**src/hdl/sgrw_pkg.sv**
```systemverilog
// Shared types, constant tables and microcode program for the gain sequencer.
`default_nettype none
package sgrw_pkg;

  localparam int unsigned GainW      = 14;
  localparam int unsigned AddrW      = 16;
  localparam int unsigned ByteW      = 8;
  localparam int unsigned LevelW     = 13;
  localparam int unsigned TableRows  = 25;
  localparam int unsigned GainLevels = 25;
  localparam int unsigned SearchRows = (GainLevels < TableRows) ? GainLevels : TableRows;
  localparam int unsigned LvlW       = $clog2(TableRows);
  localparam int unsigned FracBits   = 6;
  localparam int unsigned DividendW  = GainW + FracBits;
  localparam int unsigned BitsPerCyc = 2;
  localparam int unsigned DivCycles  = DividendW / BitsPerCyc;
  localparam int unsigned DivCntW    = $clog2(DivCycles);
  localparam int unsigned PcW        = 4;
  localparam int unsigned StageIdxW  = 3;

  // step numbers of the program
  localparam logic [PcW-1:0] StIdle   = 4'd0;
  localparam logic [PcW-1:0] StSearch = 4'd1;
  localparam logic [PcW-1:0] StDiv    = 4'd2;
  localparam logic [PcW-1:0] StWr0    = 4'd3;
  localparam logic [PcW-1:0] StWr1    = 4'd4;
  localparam logic [PcW-1:0] StWr2    = 4'd5;
  localparam logic [PcW-1:0] StWr3    = 4'd6;
  localparam logic [PcW-1:0] StWr4    = 4'd7;
  localparam logic [PcW-1:0] StWr5    = 4'd8;
  localparam logic [PcW-1:0] StWr6    = 4'd9;
  localparam logic [PcW-1:0] StWr7    = 4'd10;
  localparam logic [PcW-1:0] StWr8    = 4'd11;
  localparam logic [PcW-1:0] StWr9    = 4'd12;
  localparam logic [PcW-1:0] StWr10   = 4'd13;
  localparam logic [PcW-1:0] StNoChg  = 4'd14;

  localparam logic [AddrW-1:0] RegAgc0   = 16'h00b3;
  localparam logic [AddrW-1:0] RegAgc1   = 16'h00b8;
  localparam logic [AddrW-1:0] RegAgc2   = 16'h00b9;
  localparam logic [AddrW-1:0] RegAgc3   = 16'h0155;
  localparam logic [AddrW-1:0] RegCtl    = 16'h031d;
  localparam logic [AddrW-1:0] RegAgc4   = 16'h00c2;
  localparam logic [AddrW-1:0] RegAgc5   = 16'h00cf;
  localparam logic [AddrW-1:0] RegAgc6   = 16'h00d9;
  localparam logic [AddrW-1:0] RegDgHi   = 16'h00b1;
  localparam logic [AddrW-1:0] RegDgLo   = 16'h00b2;
  localparam logic [ByteW-1:0] CtlOpen   = 8'h2d;
  localparam logic [ByteW-1:0] CtlClose  = 8'h28;

  typedef enum logic [1:0] {
    OP_WAIT_IN,
    OP_SEARCH,
    OP_DIV,
    OP_EMIT
  } op_e;

  typedef enum logic [1:0] {
    J_NONE,
    J_ALWAYS,
    J_SAME,
    J_DIV_MORE
  } jmp_e;

  typedef enum logic [2:0] {
    DS_ZERO,
    DS_STAGE,
    DS_CONST,
    DS_DG_HI,
    DS_DG_LO
  } dsel_e;

  typedef struct packed {
    op_e                  op;
    jmp_e                 jmp;
    logic [PcW-1:0]       target;
    logic                 wr;
    logic                 last;
    logic [AddrW-1:0]     addr;
    dsel_e                dsel;
    logic [StageIdxW-1:0] stage;
    logic [ByteW-1:0]     cdata;
  } ctl_t;

  typedef struct packed {
    logic same;
    logic div_more;
  } stat_t;

  typedef struct packed {
    logic             wr;
    logic [AddrW-1:0] addr;
    logic [ByteW-1:0] data;
    logic [GainW-1:0] gain;
    logic             last;
  } item_t;

  typedef logic [6:0][ByteW-1:0] stage_row_t;

  function automatic ctl_t mk_emit(input logic [AddrW-1:0] addr, input dsel_e dsel,
                                   input logic [StageIdxW-1:0] stage,
                                   input logic [ByteW-1:0] cdata);
    ctl_t c;
    c        = '0;
    c.op     = OP_EMIT;
    c.jmp    = J_NONE;
    c.target = StIdle;
    c.wr     = 1'b1;
    c.addr   = addr;
    c.dsel   = dsel;
    c.stage  = stage;
    c.cdata  = cdata;
    return c;
  endfunction

  function automatic ctl_t ucode(input logic [PcW-1:0] pc);
    ctl_t c;
    c = '0;
    case (pc)
      StIdle: begin
        c.op  = OP_WAIT_IN;
        c.jmp = J_NONE;
      end
      StSearch: begin
        c.op     = OP_SEARCH;
        c.jmp    = J_SAME;
        c.target = StNoChg;
      end
      StDiv: begin
        c.op     = OP_DIV;
        c.jmp    = J_DIV_MORE;
        c.target = StDiv;
      end
      StWr0:  c = mk_emit(RegAgc0, DS_STAGE, 3'd0, '0);
      StWr1:  c = mk_emit(RegAgc1, DS_STAGE, 3'd1, '0);
      StWr2:  c = mk_emit(RegAgc2, DS_STAGE, 3'd2, '0);
      StWr3:  c = mk_emit(RegAgc3, DS_STAGE, 3'd3, '0);
      StWr4:  c = mk_emit(RegCtl, DS_CONST, 3'd0, CtlOpen);
      StWr5:  c = mk_emit(RegAgc4, DS_STAGE, 3'd4, '0);
      StWr6:  c = mk_emit(RegAgc5, DS_STAGE, 3'd5, '0);
      StWr7:  c = mk_emit(RegAgc6, DS_STAGE, 3'd6, '0);
      StWr8:  c = mk_emit(RegCtl, DS_CONST, 3'd0, CtlClose);
      StWr9:  c = mk_emit(RegDgHi, DS_DG_HI, 3'd0, '0);
      StWr10: begin
        c        = mk_emit(RegDgLo, DS_DG_LO, 3'd0, '0);
        c.last   = 1'b1;
        c.jmp    = J_ALWAYS;
        c.target = StIdle;
      end
      StNoChg: begin
        c        = mk_emit('0, DS_ZERO, 3'd0, '0);
        c.wr     = 1'b0;
        c.last   = 1'b1;
        c.jmp    = J_ALWAYS;
        c.target = StIdle;
      end
      default: begin
        c.op     = OP_WAIT_IN;
        c.jmp    = J_ALWAYS;
        c.target = StIdle;
      end
    endcase
    return c;
  endfunction

  function automatic logic [LevelW-1:0] level_q6(input logic [LvlW-1:0] idx);
    logic [LevelW-1:0] v;
    case (idx)
      5'd0:    v = 13'd64;
      5'd1:    v = 13'd76;
      5'd2:    v = 13'd91;
      5'd3:    v = 13'd107;
      5'd4:    v = 13'd125;
      5'd5:    v = 13'd147;
      5'd6:    v = 13'd177;
      5'd7:    v = 13'd211;
      5'd8:    v = 13'd248;
      5'd9:    v = 13'd297;
      5'd10:   v = 13'd356;
      5'd11:   v = 13'd425;
      5'd12:   v = 13'd504;
      5'd13:   v = 13'd599;
      5'd14:   v = 13'd709;
      5'd15:   v = 13'd836;
      5'd16:   v = 13'd978;
      5'd17:   v = 13'd1153;
      5'd18:   v = 13'd1647;
      5'd19:   v = 13'd1651;
      5'd20:   v = 13'd1935;
      5'd21:   v = 13'd2292;
      5'd22:   v = 13'd3239;
      5'd23:   v = 13'd3959;
      5'd24:   v = 13'd4686;
      default: v = 13'd64;
    endcase
    return v;
  endfunction

  // byte 0 of a row sits in element 6
  function automatic stage_row_t stage_row(input logic [LvlW-1:0] idx);
    stage_row_t r;
    case (idx)
      5'd0:    r = 56'h00_01_00_08_10_08_0a;
      5'd1:    r = 56'h10_01_0c_08_10_08_0a;
      5'd2:    r = 56'h20_01_1b_08_10_08_0a;
      5'd3:    r = 56'h30_01_2c_08_11_08_0c;
      5'd4:    r = 56'h40_01_3f_08_12_08_0e;
      5'd5:    r = 56'h50_02_16_08_14_08_12;
      5'd6:    r = 56'h60_02_35_08_15_08_14;
      5'd7:    r = 56'h70_03_16_08_17_08_18;
      5'd8:    r = 56'h80_04_02_08_18_08_1a;
      5'd9:    r = 56'h90_04_31_08_19_08_1c;
      5'd10:   r = 56'ha0_05_32_08_1b_08_20;
      5'd11:   r = 56'hb0_06_35_08_1c_08_22;
      5'd12:   r = 56'hc0_08_04_08_1e_08_26;
      5'd13:   r = 56'h5a_09_19_08_1c_08_26;
      5'd14:   r = 56'h83_0b_0f_08_1c_08_26;
      5'd15:   r = 56'h93_0d_12_08_1f_08_28;
      5'd16:   r = 56'h84_10_00_0b_20_08_2a;
      5'd17:   r = 56'h94_12_3a_0b_22_08_2e;
      5'd18:   r = 56'h5d_1a_02_0b_27_08_38;
      5'd19:   r = 56'h9b_1b_20_0b_28_08_3a;
      5'd20:   r = 56'h8c_20_0f_0b_2a_08_3e;
      5'd21:   r = 56'h9c_26_07_12_2d_08_44;
      5'd22:   r = 56'hb6_36_21_12_2d_08_44;
      5'd23:   r = 56'had_37_3a_12_2d_08_44;
      5'd24:   r = 56'hbd_3d_02_12_2d_08_44;
      default: r = 56'h00_01_00_08_10_08_0a;
    endcase
    return r;
  endfunction

endpackage
`default_nettype wire

```
**src/hdl/sgrw_seq.sv**
```systemverilog
// Microcode sequencer: step counter, program ROM and conditional jumps.
`default_nettype none
module sgrw_seq (
  input  wire logic           clk_i,
  input  wire logic           rst_ni,
  input  wire logic           in_valid_i,
  input  wire logic           out_free_i,
  input  wire sgrw_pkg::stat_t stat_i,
  output sgrw_pkg::ctl_t      ctl_o,
  output logic                fire_o,
  output logic                in_ready_o
);
  import sgrw_pkg::*;

  logic [PcW-1:0] pc_q, pc_d;
  ctl_t           ctl;
  logic           take;

  assign ctl = ucode(pc_q);

  always_comb begin
    case (ctl.op)
      OP_WAIT_IN: fire_o = in_valid_i;
      OP_EMIT:    fire_o = out_free_i;
      default:    fire_o = 1'b1;
    endcase
  end

  always_comb begin
    case (ctl.jmp)
      J_ALWAYS:   take = 1'b1;
      J_SAME:     take = stat_i.same;
      J_DIV_MORE: take = stat_i.div_more;
      default:    take = 1'b0;
    endcase
  end

  always_comb begin
    pc_d = pc_q;
    if (fire_o) begin
      pc_d = take ? ctl.target : pc_q + 1'b1;
    end
  end

  always_ff @(posedge clk_i or negedge rst_ni) begin
    if (!rst_ni) begin
      pc_q <= StIdle;
    end else begin
      pc_q <= pc_d;
    end
  end

  assign ctl_o      = ctl;
  assign in_ready_o = (ctl.op == OP_WAIT_IN);

endmodule
`default_nettype wire

```
**src/hdl/sgrw_datapath.sv**
```systemverilog
// Datapath: gain cache, level search, two-bit-per-cycle divider and write formatting.
`default_nettype none
module sgrw_datapath (
  input  wire logic                         clk_i,
  input  wire logic                         rst_ni,
  input  wire sgrw_pkg::ctl_t               ctl_i,
  input  wire logic                         fire_i,
  input  wire logic [sgrw_pkg::GainW-1:0]   gain_i,
  output sgrw_pkg::stat_t                   stat_o,
  output sgrw_pkg::item_t                   item_o
);
  import sgrw_pkg::*;

  logic [GainW-1:0]     gain_q;
  logic [GainW-1:0]     cached_q;
  logic [LvlW-1:0]      lvl_q, lvl_d;
  logic [LevelW-1:0]    dvs_q, dvs_d;
  logic [LevelW-1:0]    rem_q, rem_d;
  logic [DividendW-1:0] quot_q, quot_d;
  logic [DivCntW-1:0]   cnt_q;
  stage_row_t           row;
  logic [ByteW-1:0]     data;

  // highest threshold not above the request; below the first one stays at row 0
  always_comb begin
    lvl_d = '0;
    dvs_d = level_q6('0);
    for (int i = 0; i < SearchRows; i++) begin
      if ({1'b0, level_q6(LvlW'(i))} <= gain_q) begin
        lvl_d = LvlW'(i);
        dvs_d = level_q6(LvlW'(i));
      end
    end
  end

  // restoring division, two quotient bits per cycle
  always_comb begin
    logic [LevelW:0]      r;
    logic                 ge;
    logic [LevelW-1:0]    rm;
    logic [DividendW-1:0] q;
    rm = rem_q;
    q  = quot_q;
    for (int s = 0; s < BitsPerCyc; s++) begin
      r  = {rm, q[DividendW-1]};
      ge = (r >= {1'b0, dvs_q});
      rm = ge ? LevelW'(r - {1'b0, dvs_q}) : r[LevelW-1:0];
      q  = {q[DividendW-2:0], ge};
    end
    rem_d  = rm;
    quot_d = q;
  end

  always_ff @(posedge clk_i) begin
    if (fire_i) begin
      case (ctl_i.op)
        OP_WAIT_IN: gain_q <= gain_i;
        OP_SEARCH: begin
          lvl_q  <= lvl_d;
          dvs_q  <= dvs_d;
          rem_q  <= '0;
          quot_q <= {gain_q, FracBits'(0)};
        end
        OP_DIV: begin
          rem_q  <= rem_d;
          quot_q <= quot_d;
        end
        default: ;
      endcase
    end
  end

  always_ff @(posedge clk_i or negedge rst_ni) begin
    if (!rst_ni) begin
      cached_q <= '0;
      cnt_q    <= '0;
    end else if (fire_i) begin
      if (ctl_i.op == OP_SEARCH) begin
        cached_q <= gain_q;
        cnt_q    <= '0;
      end else if (ctl_i.op == OP_DIV) begin
        cnt_q <= cnt_q + 1'b1;
      end
    end
  end

  assign stat_o.same     = (gain_q == cached_q);
  assign stat_o.div_more = (cnt_q != DivCntW'(DivCycles - 1));

  assign row = stage_row(lvl_q);

  always_comb begin
    case (ctl_i.dsel)
      DS_STAGE: data = row[3'd6 - ctl_i.stage];
      DS_CONST: data = ctl_i.cdata;
      DS_DG_HI: data = quot_q[FracBits+ByteW-1:FracBits];
      DS_DG_LO: data = {quot_q[FracBits-1:0], 2'b00};
      default:  data = '0;
    endcase
  end

  // after the item the cache holds the request either way
  assign item_o.wr   = ctl_i.wr;
  assign item_o.addr = ctl_i.addr;
  assign item_o.data = data;
  assign item_o.gain = gain_q;
  assign item_o.last = ctl_i.last;

endmodule
`default_nettype wire

```
**src/hdl/sensor_gain_to_register_writes.sv**
```systemverilog
// Top level: turns a requested sensor gain into a run of register writes.
//
// Slave stream: one transfer carries a requested total gain in Q6.
// Master stream: per request either one item with tuser low (gain unchanged)
// or eleven register writes with tuser high; tlast marks the final item.
// Every item reports the gain now applied.
// A request is taken only while the sequencer idles at its first step, so
// one request is in flight at a time.
// Changed gain: one search step, ten divider steps (two quotient bits each),
// then one write per cycle while the output register is free.
// Unchanged gain: the search step jumps to a single no-change step.
// The output register holds an item while tready is low and the sequencer
// waits on that step; nothing is dropped.
// Reset clears the step counter, the output valid and the cached gain (0).
`default_nettype none
module sensor_gain_to_register_writes (
  input  wire logic        clk_i,
  input  wire logic        rst_ni,
  input  wire logic        s_axis_tvalid,
  output logic             s_axis_tready,
  input  wire logic [15:0] s_axis_tdata,  // [13:0] gain_q6
  output logic             m_axis_tvalid,
  input  wire logic        m_axis_tready,
  output logic [39:0]      m_axis_tdata,  // [15:0] reg_addr, [23:16] reg_data,
                                          // [37:24] applied_gain_q6
  output logic             m_axis_tuser,  // write_valid
  output logic             m_axis_tlast   // last
);
  import sgrw_pkg::*;

  ctl_t  ctl;
  stat_t stat;
  item_t item;
  item_t out_q;
  logic  fire;
  logic  out_free;
  logic  load;
  logic  vld_q;

  assign out_free = !vld_q || m_axis_tready;
  assign load     = fire && (ctl.op == OP_EMIT);

  sgrw_seq u_seq (
    .clk_i      (clk_i),
    .rst_ni     (rst_ni),
    .in_valid_i (s_axis_tvalid),
    .out_free_i (out_free),
    .stat_i     (stat),
    .ctl_o      (ctl),
    .fire_o     (fire),
    .in_ready_o (s_axis_tready)
  );

  sgrw_datapath u_dp (
    .clk_i  (clk_i),
    .rst_ni (rst_ni),
    .ctl_i  (ctl),
    .fire_i (fire),
    .gain_i (s_axis_tdata[GainW-1:0]),
    .stat_o (stat),
    .item_o (item)
  );

  always_ff @(posedge clk_i or negedge rst_ni) begin
    if (!rst_ni) begin
      vld_q <= 1'b0;
    end else if (load) begin
      vld_q <= 1'b1;
    end else if (m_axis_tready) begin
      vld_q <= 1'b0;
    end
  end

  always_ff @(posedge clk_i) begin
    if (load) begin
      out_q <= item;
    end
  end

  assign m_axis_tvalid = vld_q;
  assign m_axis_tdata  = {2'b00, out_q.gain, out_q.data, out_q.addr};
  assign m_axis_tuser  = out_q.wr;
  assign m_axis_tlast  = out_q.last;

endmodule
`default_nettype wire
```
**config.mk**
```make
export PLATFORM = sky130hd
export DESIGN_NAME = sensor_gain_to_register_writes
export DESIGN_NICKNAME = d
export VERILOG_FILES = /design/src/hdl/sgrw_pkg.sv /design/src/hdl/sgrw_seq.sv /design/src/hdl/sgrw_datapath.sv /design/src/hdl/sensor_gain_to_register_writes.sv
export SDC_FILE = /design/constraint.sdc
export NUM_CORES = 1
export LEC_CHECK = 0
export BUFFER_PORTS_ARGS = -buffer_cell sky130_fd_sc_hd__buf_2
export CELL_PAD_IN_SITES_DETAIL_PLACEMENT = 1
export CELL_PAD_IN_SITES_GLOBAL_PLACEMENT = 2
export CORE_MARGIN = 8
export CORE_UTILIZATION = 33
export DETAILED_ROUTE_END_ITERATION = 12
export PLACE_DENSITY_LB_ADDON = 0.1
export SYNTH_ARGS = -nofsm -noshare
export SYNTH_HDL_FRONTEND = slang
export SYNTH_SLANG_ARGS = --single-unit
```
**constraint.sdc**
```tcl
create_clock -name clk_i -period 14.8 [get_ports clk_i]
set_clock_uncertainty 0.05 [all_clocks]
set_input_delay 2.96 -clock clk_i [delete_from_list [all_inputs] [get_ports clk_i]]
set_output_delay 2.96 -clock clk_i [all_outputs]
set_load 0.01 [all_outputs]
```
==> qor.yml, run 1 <==
global_routing:
  antenna_found_initial: 0
  grt_use_total_pct: 16.3
  grt_pass1_vias: 7975
  grt_pass1_wl_um: 44300
  grt_max_degree: 47
  grt-ovfl-total: 0
floorplan:
  io_pins: 64
  die_w_um: 183
  die-area_um2: 33500
  rows: 61
  coreArea_um2: 27600
  start_util_pct: 33.3
  die_h_um: 183
synth:
  synth_async_sr_flop_share_pct: 18.9
  synth_most_common_cell: "edfxtp_1"
  synth.area.top_cells: "edfxtp_1 32%, dfrtp_1 6.3%, ha_1 6.3%"
  synth_cell_types: 88
  yosys_warnings: 0
  synth_area_um2: 9210
  yosysTopAreaCell: "edfxtp_1"
  synth-seq-cells: 122
  synth_top_area_share_pct: 32.3
  synthCells: 997
  synth_top_flop_cell: "edfxtp_1"
  avgSynthCellArea_um2: 9.24
  synth_edf_count: 99
  yosys-top-cells-count: "99 x edfxtp_1, 81 x nor2_1, 79 x nand2_1, 70 x a21oi_1, 69 x o21ai_0"
  ys_seq_area_share_pct: 38.5
finish:
  fillers: 3228
  post-route-util_pct: 37.4
  nNetsFinal: 1087
  insertedDiodeCount: 0
  syn_to_final_growth_pct: 12.3
  drive_above_1_share_pct: 15.9
sta:
  slew_headroom_pct: 27.9
  hold_violations: 0
  max_freq_mhz: 169
  finalCriticalPeriod_ns: 5.92
  drv_slew: 0
  finalSetupTns_ns: 0
  finalSetupViolations: 0
  tightest_slew_ns: 1.08
  rsz0062_at_grt: "false"
  period_share_pct: 40.0
clocking:
  cts_root_buffer: "clkbuf_16"
  path_clk_slew_ns: 0.06
  worstSkewPairLatency_ns: 0.42
  htreeDepth: 4
  cts_buffer_depth: 2
  clock_sinks: 122
  cts_tree: "done"
  cts_setup_buffers: 0
  cts_buffers: 17
  ctsResizeCount: 0
  hold_buffers: 0
worst_setup_path:
  cpMostUsedCell: "ha_1"
  crit_arrival_ns: 2.91
  crit_type: "flip-flop to output pin"
  critPathMaxStageDelay_ns: 0.46
  startpoint_type: "flip-flop"
  worst_ep_required_time_ns: 11.79
  cp_cell_sequence: "inv_1 > ha_1 > or2_2 > a221o_1 > a221oi_1 > ha_1 > buf_2"
  critPathCaptureType: "output pin"
  slowest_stage: "dfrtp_1"
  cp_max_fo: 9
run:
  drv_cap: 0
route:
  wl_per_cell_um: 19.4
  drt_iter0_markers: 447
  ant_nets: 0
  finalWirelength_um: 27300
  drc_errors: 0
  first_pass_iters: 5
  via_count: 7731
  viasPerCell: 5.48
placed_design:
  hpwl_um: 19800
  portBuffers: 53
  gp_congestion: 0.809
worst_hold_path:
  hp-class: "flip-flop to flip-flop"
status:
  status: "completed"
-- worst max-delay path, delay by kind of cell (launching register included) --
| kind | cells | cell delay, ns |
|---|---|---|
| fa+ha+maj | 2 | 0.61 |
| simple gates | 1 | 0.40 |
| buf+inv | 2 | 0.24 |
| compound gates | 2 | 0.78 |
| flops | 1 | 0.46 |
-- per-layer routing --
layer | part of all wire (%) | global-route usage (%)
met1 | 50 | 22.5
met2 | 47 | 26.7
met3 | 2.1 | 1.74
met4 | 1.3 | 4.68
met5 | 0 | 0
-- path summary, 6_finish.rpt --
path / end / cells after the start / slack (ns) / from
max: s_axis_tready / 7 / 8.88 / u_seq.pc_q[0]
min in group asynchronous: u_dp.cached_q[12] / 1 / 2.47 / rst_ni
min reg2reg: u_dp.cnt_q[3] / 1 / 0.43 / u_dp.cnt_q[3]
min: u_dp.cnt_q[3] / 1 / 0.43 / u_dp.cnt_q[3]
max reg2reg: u_dp.rem_q[10] / 18 / 9.76 / u_dp.quot_q[19]
max in group asynchronous: u_dp.cnt_q[1] / 1 / 11.87 / rst_ni
-- cell type report --
class	instances	area, µm²	share of cell area [%]
Clock buffer	17	425	4.11
Sequential cell	122	3550	34.3
Timing Repair Buffer	65	355	3.44
Tap cell	378	473	4.57
Multi-Input combinational cell	765	5180	50.1
Inverter	48	180	1.74
Clock inverter	15	175	1.69
-- cells in the final DEF (no fill, tap or decap), types with 7 or more instances in the layout --
master	count
xor2_1	7
a31oi_1	12
nor3_1	20
nor2_1	81
ha_1	46
mux2_2	35
a21o_1	18
buf_2	53
o21a_1	13
dfrtp_1	23
nand3_1	26
and2_1	10
o31ai_1	14
inv_1	46
xnor2_1	20
nand2_1	79
a211oi_1	10
nand4_1	12
a21oi_1	70
edfxtp_1	99
conb_1	8
o22ai_1	7
or2_2	8
o21ai_0	69
and3_1	7
mux2i_1	11
clkbuf_16	17
nor2b_1	18
nand2b_1	21
buf_4	12
o211ai_1	9
-- per-stage QoR --
| step | setup slack [ns] | cells | instance area [µm²] | hold WS (ns) |
|---|---|---|---|---|
| finish | 8.88 | 1410 | 10300 | 0.430 |
| CTS | 8.83 | 1410 | 10300 | 0.434 |
| global placement | 9.32 | 1378 | 9740 | 0.425 |
| detailed placement | 9.30 | 1378 | 9740 | 0.426 |
| floorplan | 9.46 | 1004 | 9230 | 0.371 |
| global route | 8.65 | 1410 | 10300 | 0.457 |
-- cell families (layout without fill, tap and decap cells) --
group | Yosys count | after routing | synth area share (%)
simple gates | 320 | 320 | 17.4
flops | 122 | 122 | 38.5
xor+xnor | 27 | 27 | 2.57
mux | 46 | 46 | 5.48
fa+ha+maj | 48 | 48 | 6.69
other cells | 1 | 8 | 0.0407
compound gates | 316 | 316 | 23.8
buf+inv | 117 | 145 | 5.52
-- sequential cells by signal, summed over array words and instances, names as in the netlist, 4 cells and up --
| register | cells |
|---|---|
| m_axis_tdata | 32 |
| u_dp.cached_q | 14 |
| u_dp.cnt_q | 4 |
| u_dp.dvs_q | 13 |
| u_dp.gain_q | 14 |
| u_dp.lvl_q | 5 |
| u_dp.quot_q | 20 |
| u_dp.rem_q | 13 |
| u_seq.pc_q | 4 |
Power of run 1 is not shown: default switching activity piles up to over one toggle a cycle in this logic, so the estimate is an artifact.
==> inputs of run 2 (changes only) <==
==> constraint.sdc (replaced) <==
create_clock -name clk_i -period 4.7 [get_ports clk_i]
set_clock_uncertainty 0.05 [all_clocks]
set_input_delay 0.94 -clock clk_i [delete_from_list [all_inputs] [get_ports clk_i]]
set_output_delay 0.94 -clock clk_i [all_outputs]
set_load 0.01 [all_outputs]
==> run 2 against run 1 <==
Compared with the run above: cell count up 2.1%; utilization up 0.83 points; global-route usage up 0.28 points; critical path type is now flip-flop to flip-flop; critical endpoint is now u_dp.rem_q[12].
==> qor.yml, run 2 (synthesis gave the netlist of run 1 again) <==
global_routing:
  grt_max_degree: 39
  grt_pass1_wl_um: 44900
  grt_pass1_vias: 8138
  antenna_found_initial: 0
  grt-ovfl-total: 0
  grt_use_total_pct: 16.6
worst_setup_path:
  cp_cell_sequence: "inv_1 > ha_2 > inv_1 > fa_2 > nand3_1 > a21o_1 > a21oi_2 > o41ai_4 > buf_4 > mux2_2 > ha_1 > nor2b_1 > o31a_1 > o21a_1 > o41a_1 > a311o_1 > o21ai_2 > a211oi_2"
  critPathMaxStageDelay_ns: 0.41
  cpMostUsedCell: "inv_1"
  worst_ep_required_time_ns: 4.81
  crit_arrival_ns: 4.60
  path_delay_family: "compound AO/OA/AOI/OAI gates"
  startpoint: "u_dp.quot_q[19]"
  r2r-start: "u_dp.quot_q[19]"
  critPathCaptureType: "flip-flop"
  startpoint_type: "flip-flop"
  path_buf_inv: 3
  cp_max_fo: 3
  slowest_stage: "o41ai_4"
  crit_type: "flip-flop to flip-flop"
route:
  drt_iter0_markers: 517
  viasPerCell: 5.42
  ant_nets: 0
  wl_per_cell_um: 19.5
  drc_errors: 0
  via_count: 7810
  finalWirelength_um: 28100
  first_pass_iters: 4
floorplan:
  die_h_um: 183
  coreArea_um2: 27600
  die-area_um2: 33500
  rows: 61
  die_w_um: 183
  io_pins: 64
  start_util_pct: 33.3
worst_hold_path:
  holdCritStartpoint: "u_dp.cnt_q[3]"
  hp-class: "flip-flop to flip-flop"
finish:
  drive_above_1_share_pct: 18.5
  layout_common_cells: "99 x edfxtp_1, 81 x nor2_1, 79 x nand2_1"
  syn_to_final_growth_pct: 14.8
  largest_register_ffs: 32
  nNetsFinal: 1117
  post-route-util_pct: 38.3
  insertedDiodeCount: 0
  final_common_cell: "edfxtp_1"
clocking:
  clock_sinks: 122
  cts_buffer_depth: 2
  cts_root_buffer: "clkbuf_16"
  hold_buffers: 0
  cts_buffers: 17
  worstSkewPairLatency_ns: 0.42
  htreeDepth: 4
  path_clk_slew_ns: 0.06
  cts_tree: "done"
sta:
  slew_headroom_pct: 29.4
  period_share_pct: 95.7
  tightest_slew_ns: 1.06
  finalSetupTns_ns: 0
  hold_violations: 0
  drv_slew: 0
  finalCriticalPeriod_ns: 4.50
  finalSetupViolations: 0
  max_freq_mhz: 222
  layout_setup_ws_ns: 0.204
  hold-worst-slack_ns: 0.435
run:
  drv_cap: 0
placed_design:
  portBuffers: 53
  hpwl_um: 20700
  post-place-ws_ns: -0.00513
  gp_congestion: 0.819
status:
  status: "completed"
## run 2: changes by cell type in the layout (fill, tap and decap cells not counted), moves of 2 or more
cell,delta
buf_4,+29
clkinv_1,+2
clkinv_4,-2
inv_6,+3
o21ai_0,-2
## run 2: final timing paths
check / endpoint / slack, ns / cells past startpoint
worst max-delay path: u_dp.rem_q[12] / 0.20 / 18
worst min-delay path: u_dp.cnt_q[3] / 0.43 / 1
worst max register to register: u_dp.rem_q[12] / 0.20 / 18
worst min register to register: u_dp.cnt_q[3] / 0.43 / 1
max in group asynchronous: u_dp.cnt_q[2] / 3.78 / 1
min in group asynchronous: u_dp.cached_q[6] / 0.45 / 1
## run 2: cell type report
type	instances	area (µm²)
fillers	3290	17100
multi-input cells	765	5200
flip-flops and latches	122	3550
repair buffers	95	593
well taps	378	473
clock buffers	17	425
inverters	48	180
clock inverters	15	149
## run 2: repair_timing
item,in CTS,in global routing
pin swaps,1,2
gates resized for setup,0,7
setup endpoints to repair,1,11
setup buffers,0,3
cloned,0,0
hold endpoints to repair,0,0
## run 2: per-layer routing
metal	up-vias	GRT usage, %	share of wire (%)
li1	3819	-	-
met1	3856	23.2	50
met2	107	26.6	46
met3	28	2.14	2.0
met4	0	4.42	1.5
met5	-	0	0
## run 2: metrics by stage
stage	std cells	area, µm²
after floorplan	1004	9240
after global placement	1405	9960
after detailed placement	1405	9960
after CTS	1437	10500
after global routing	1440	10600
final	1440	10600
Power of run 2 is left out for the same reason.
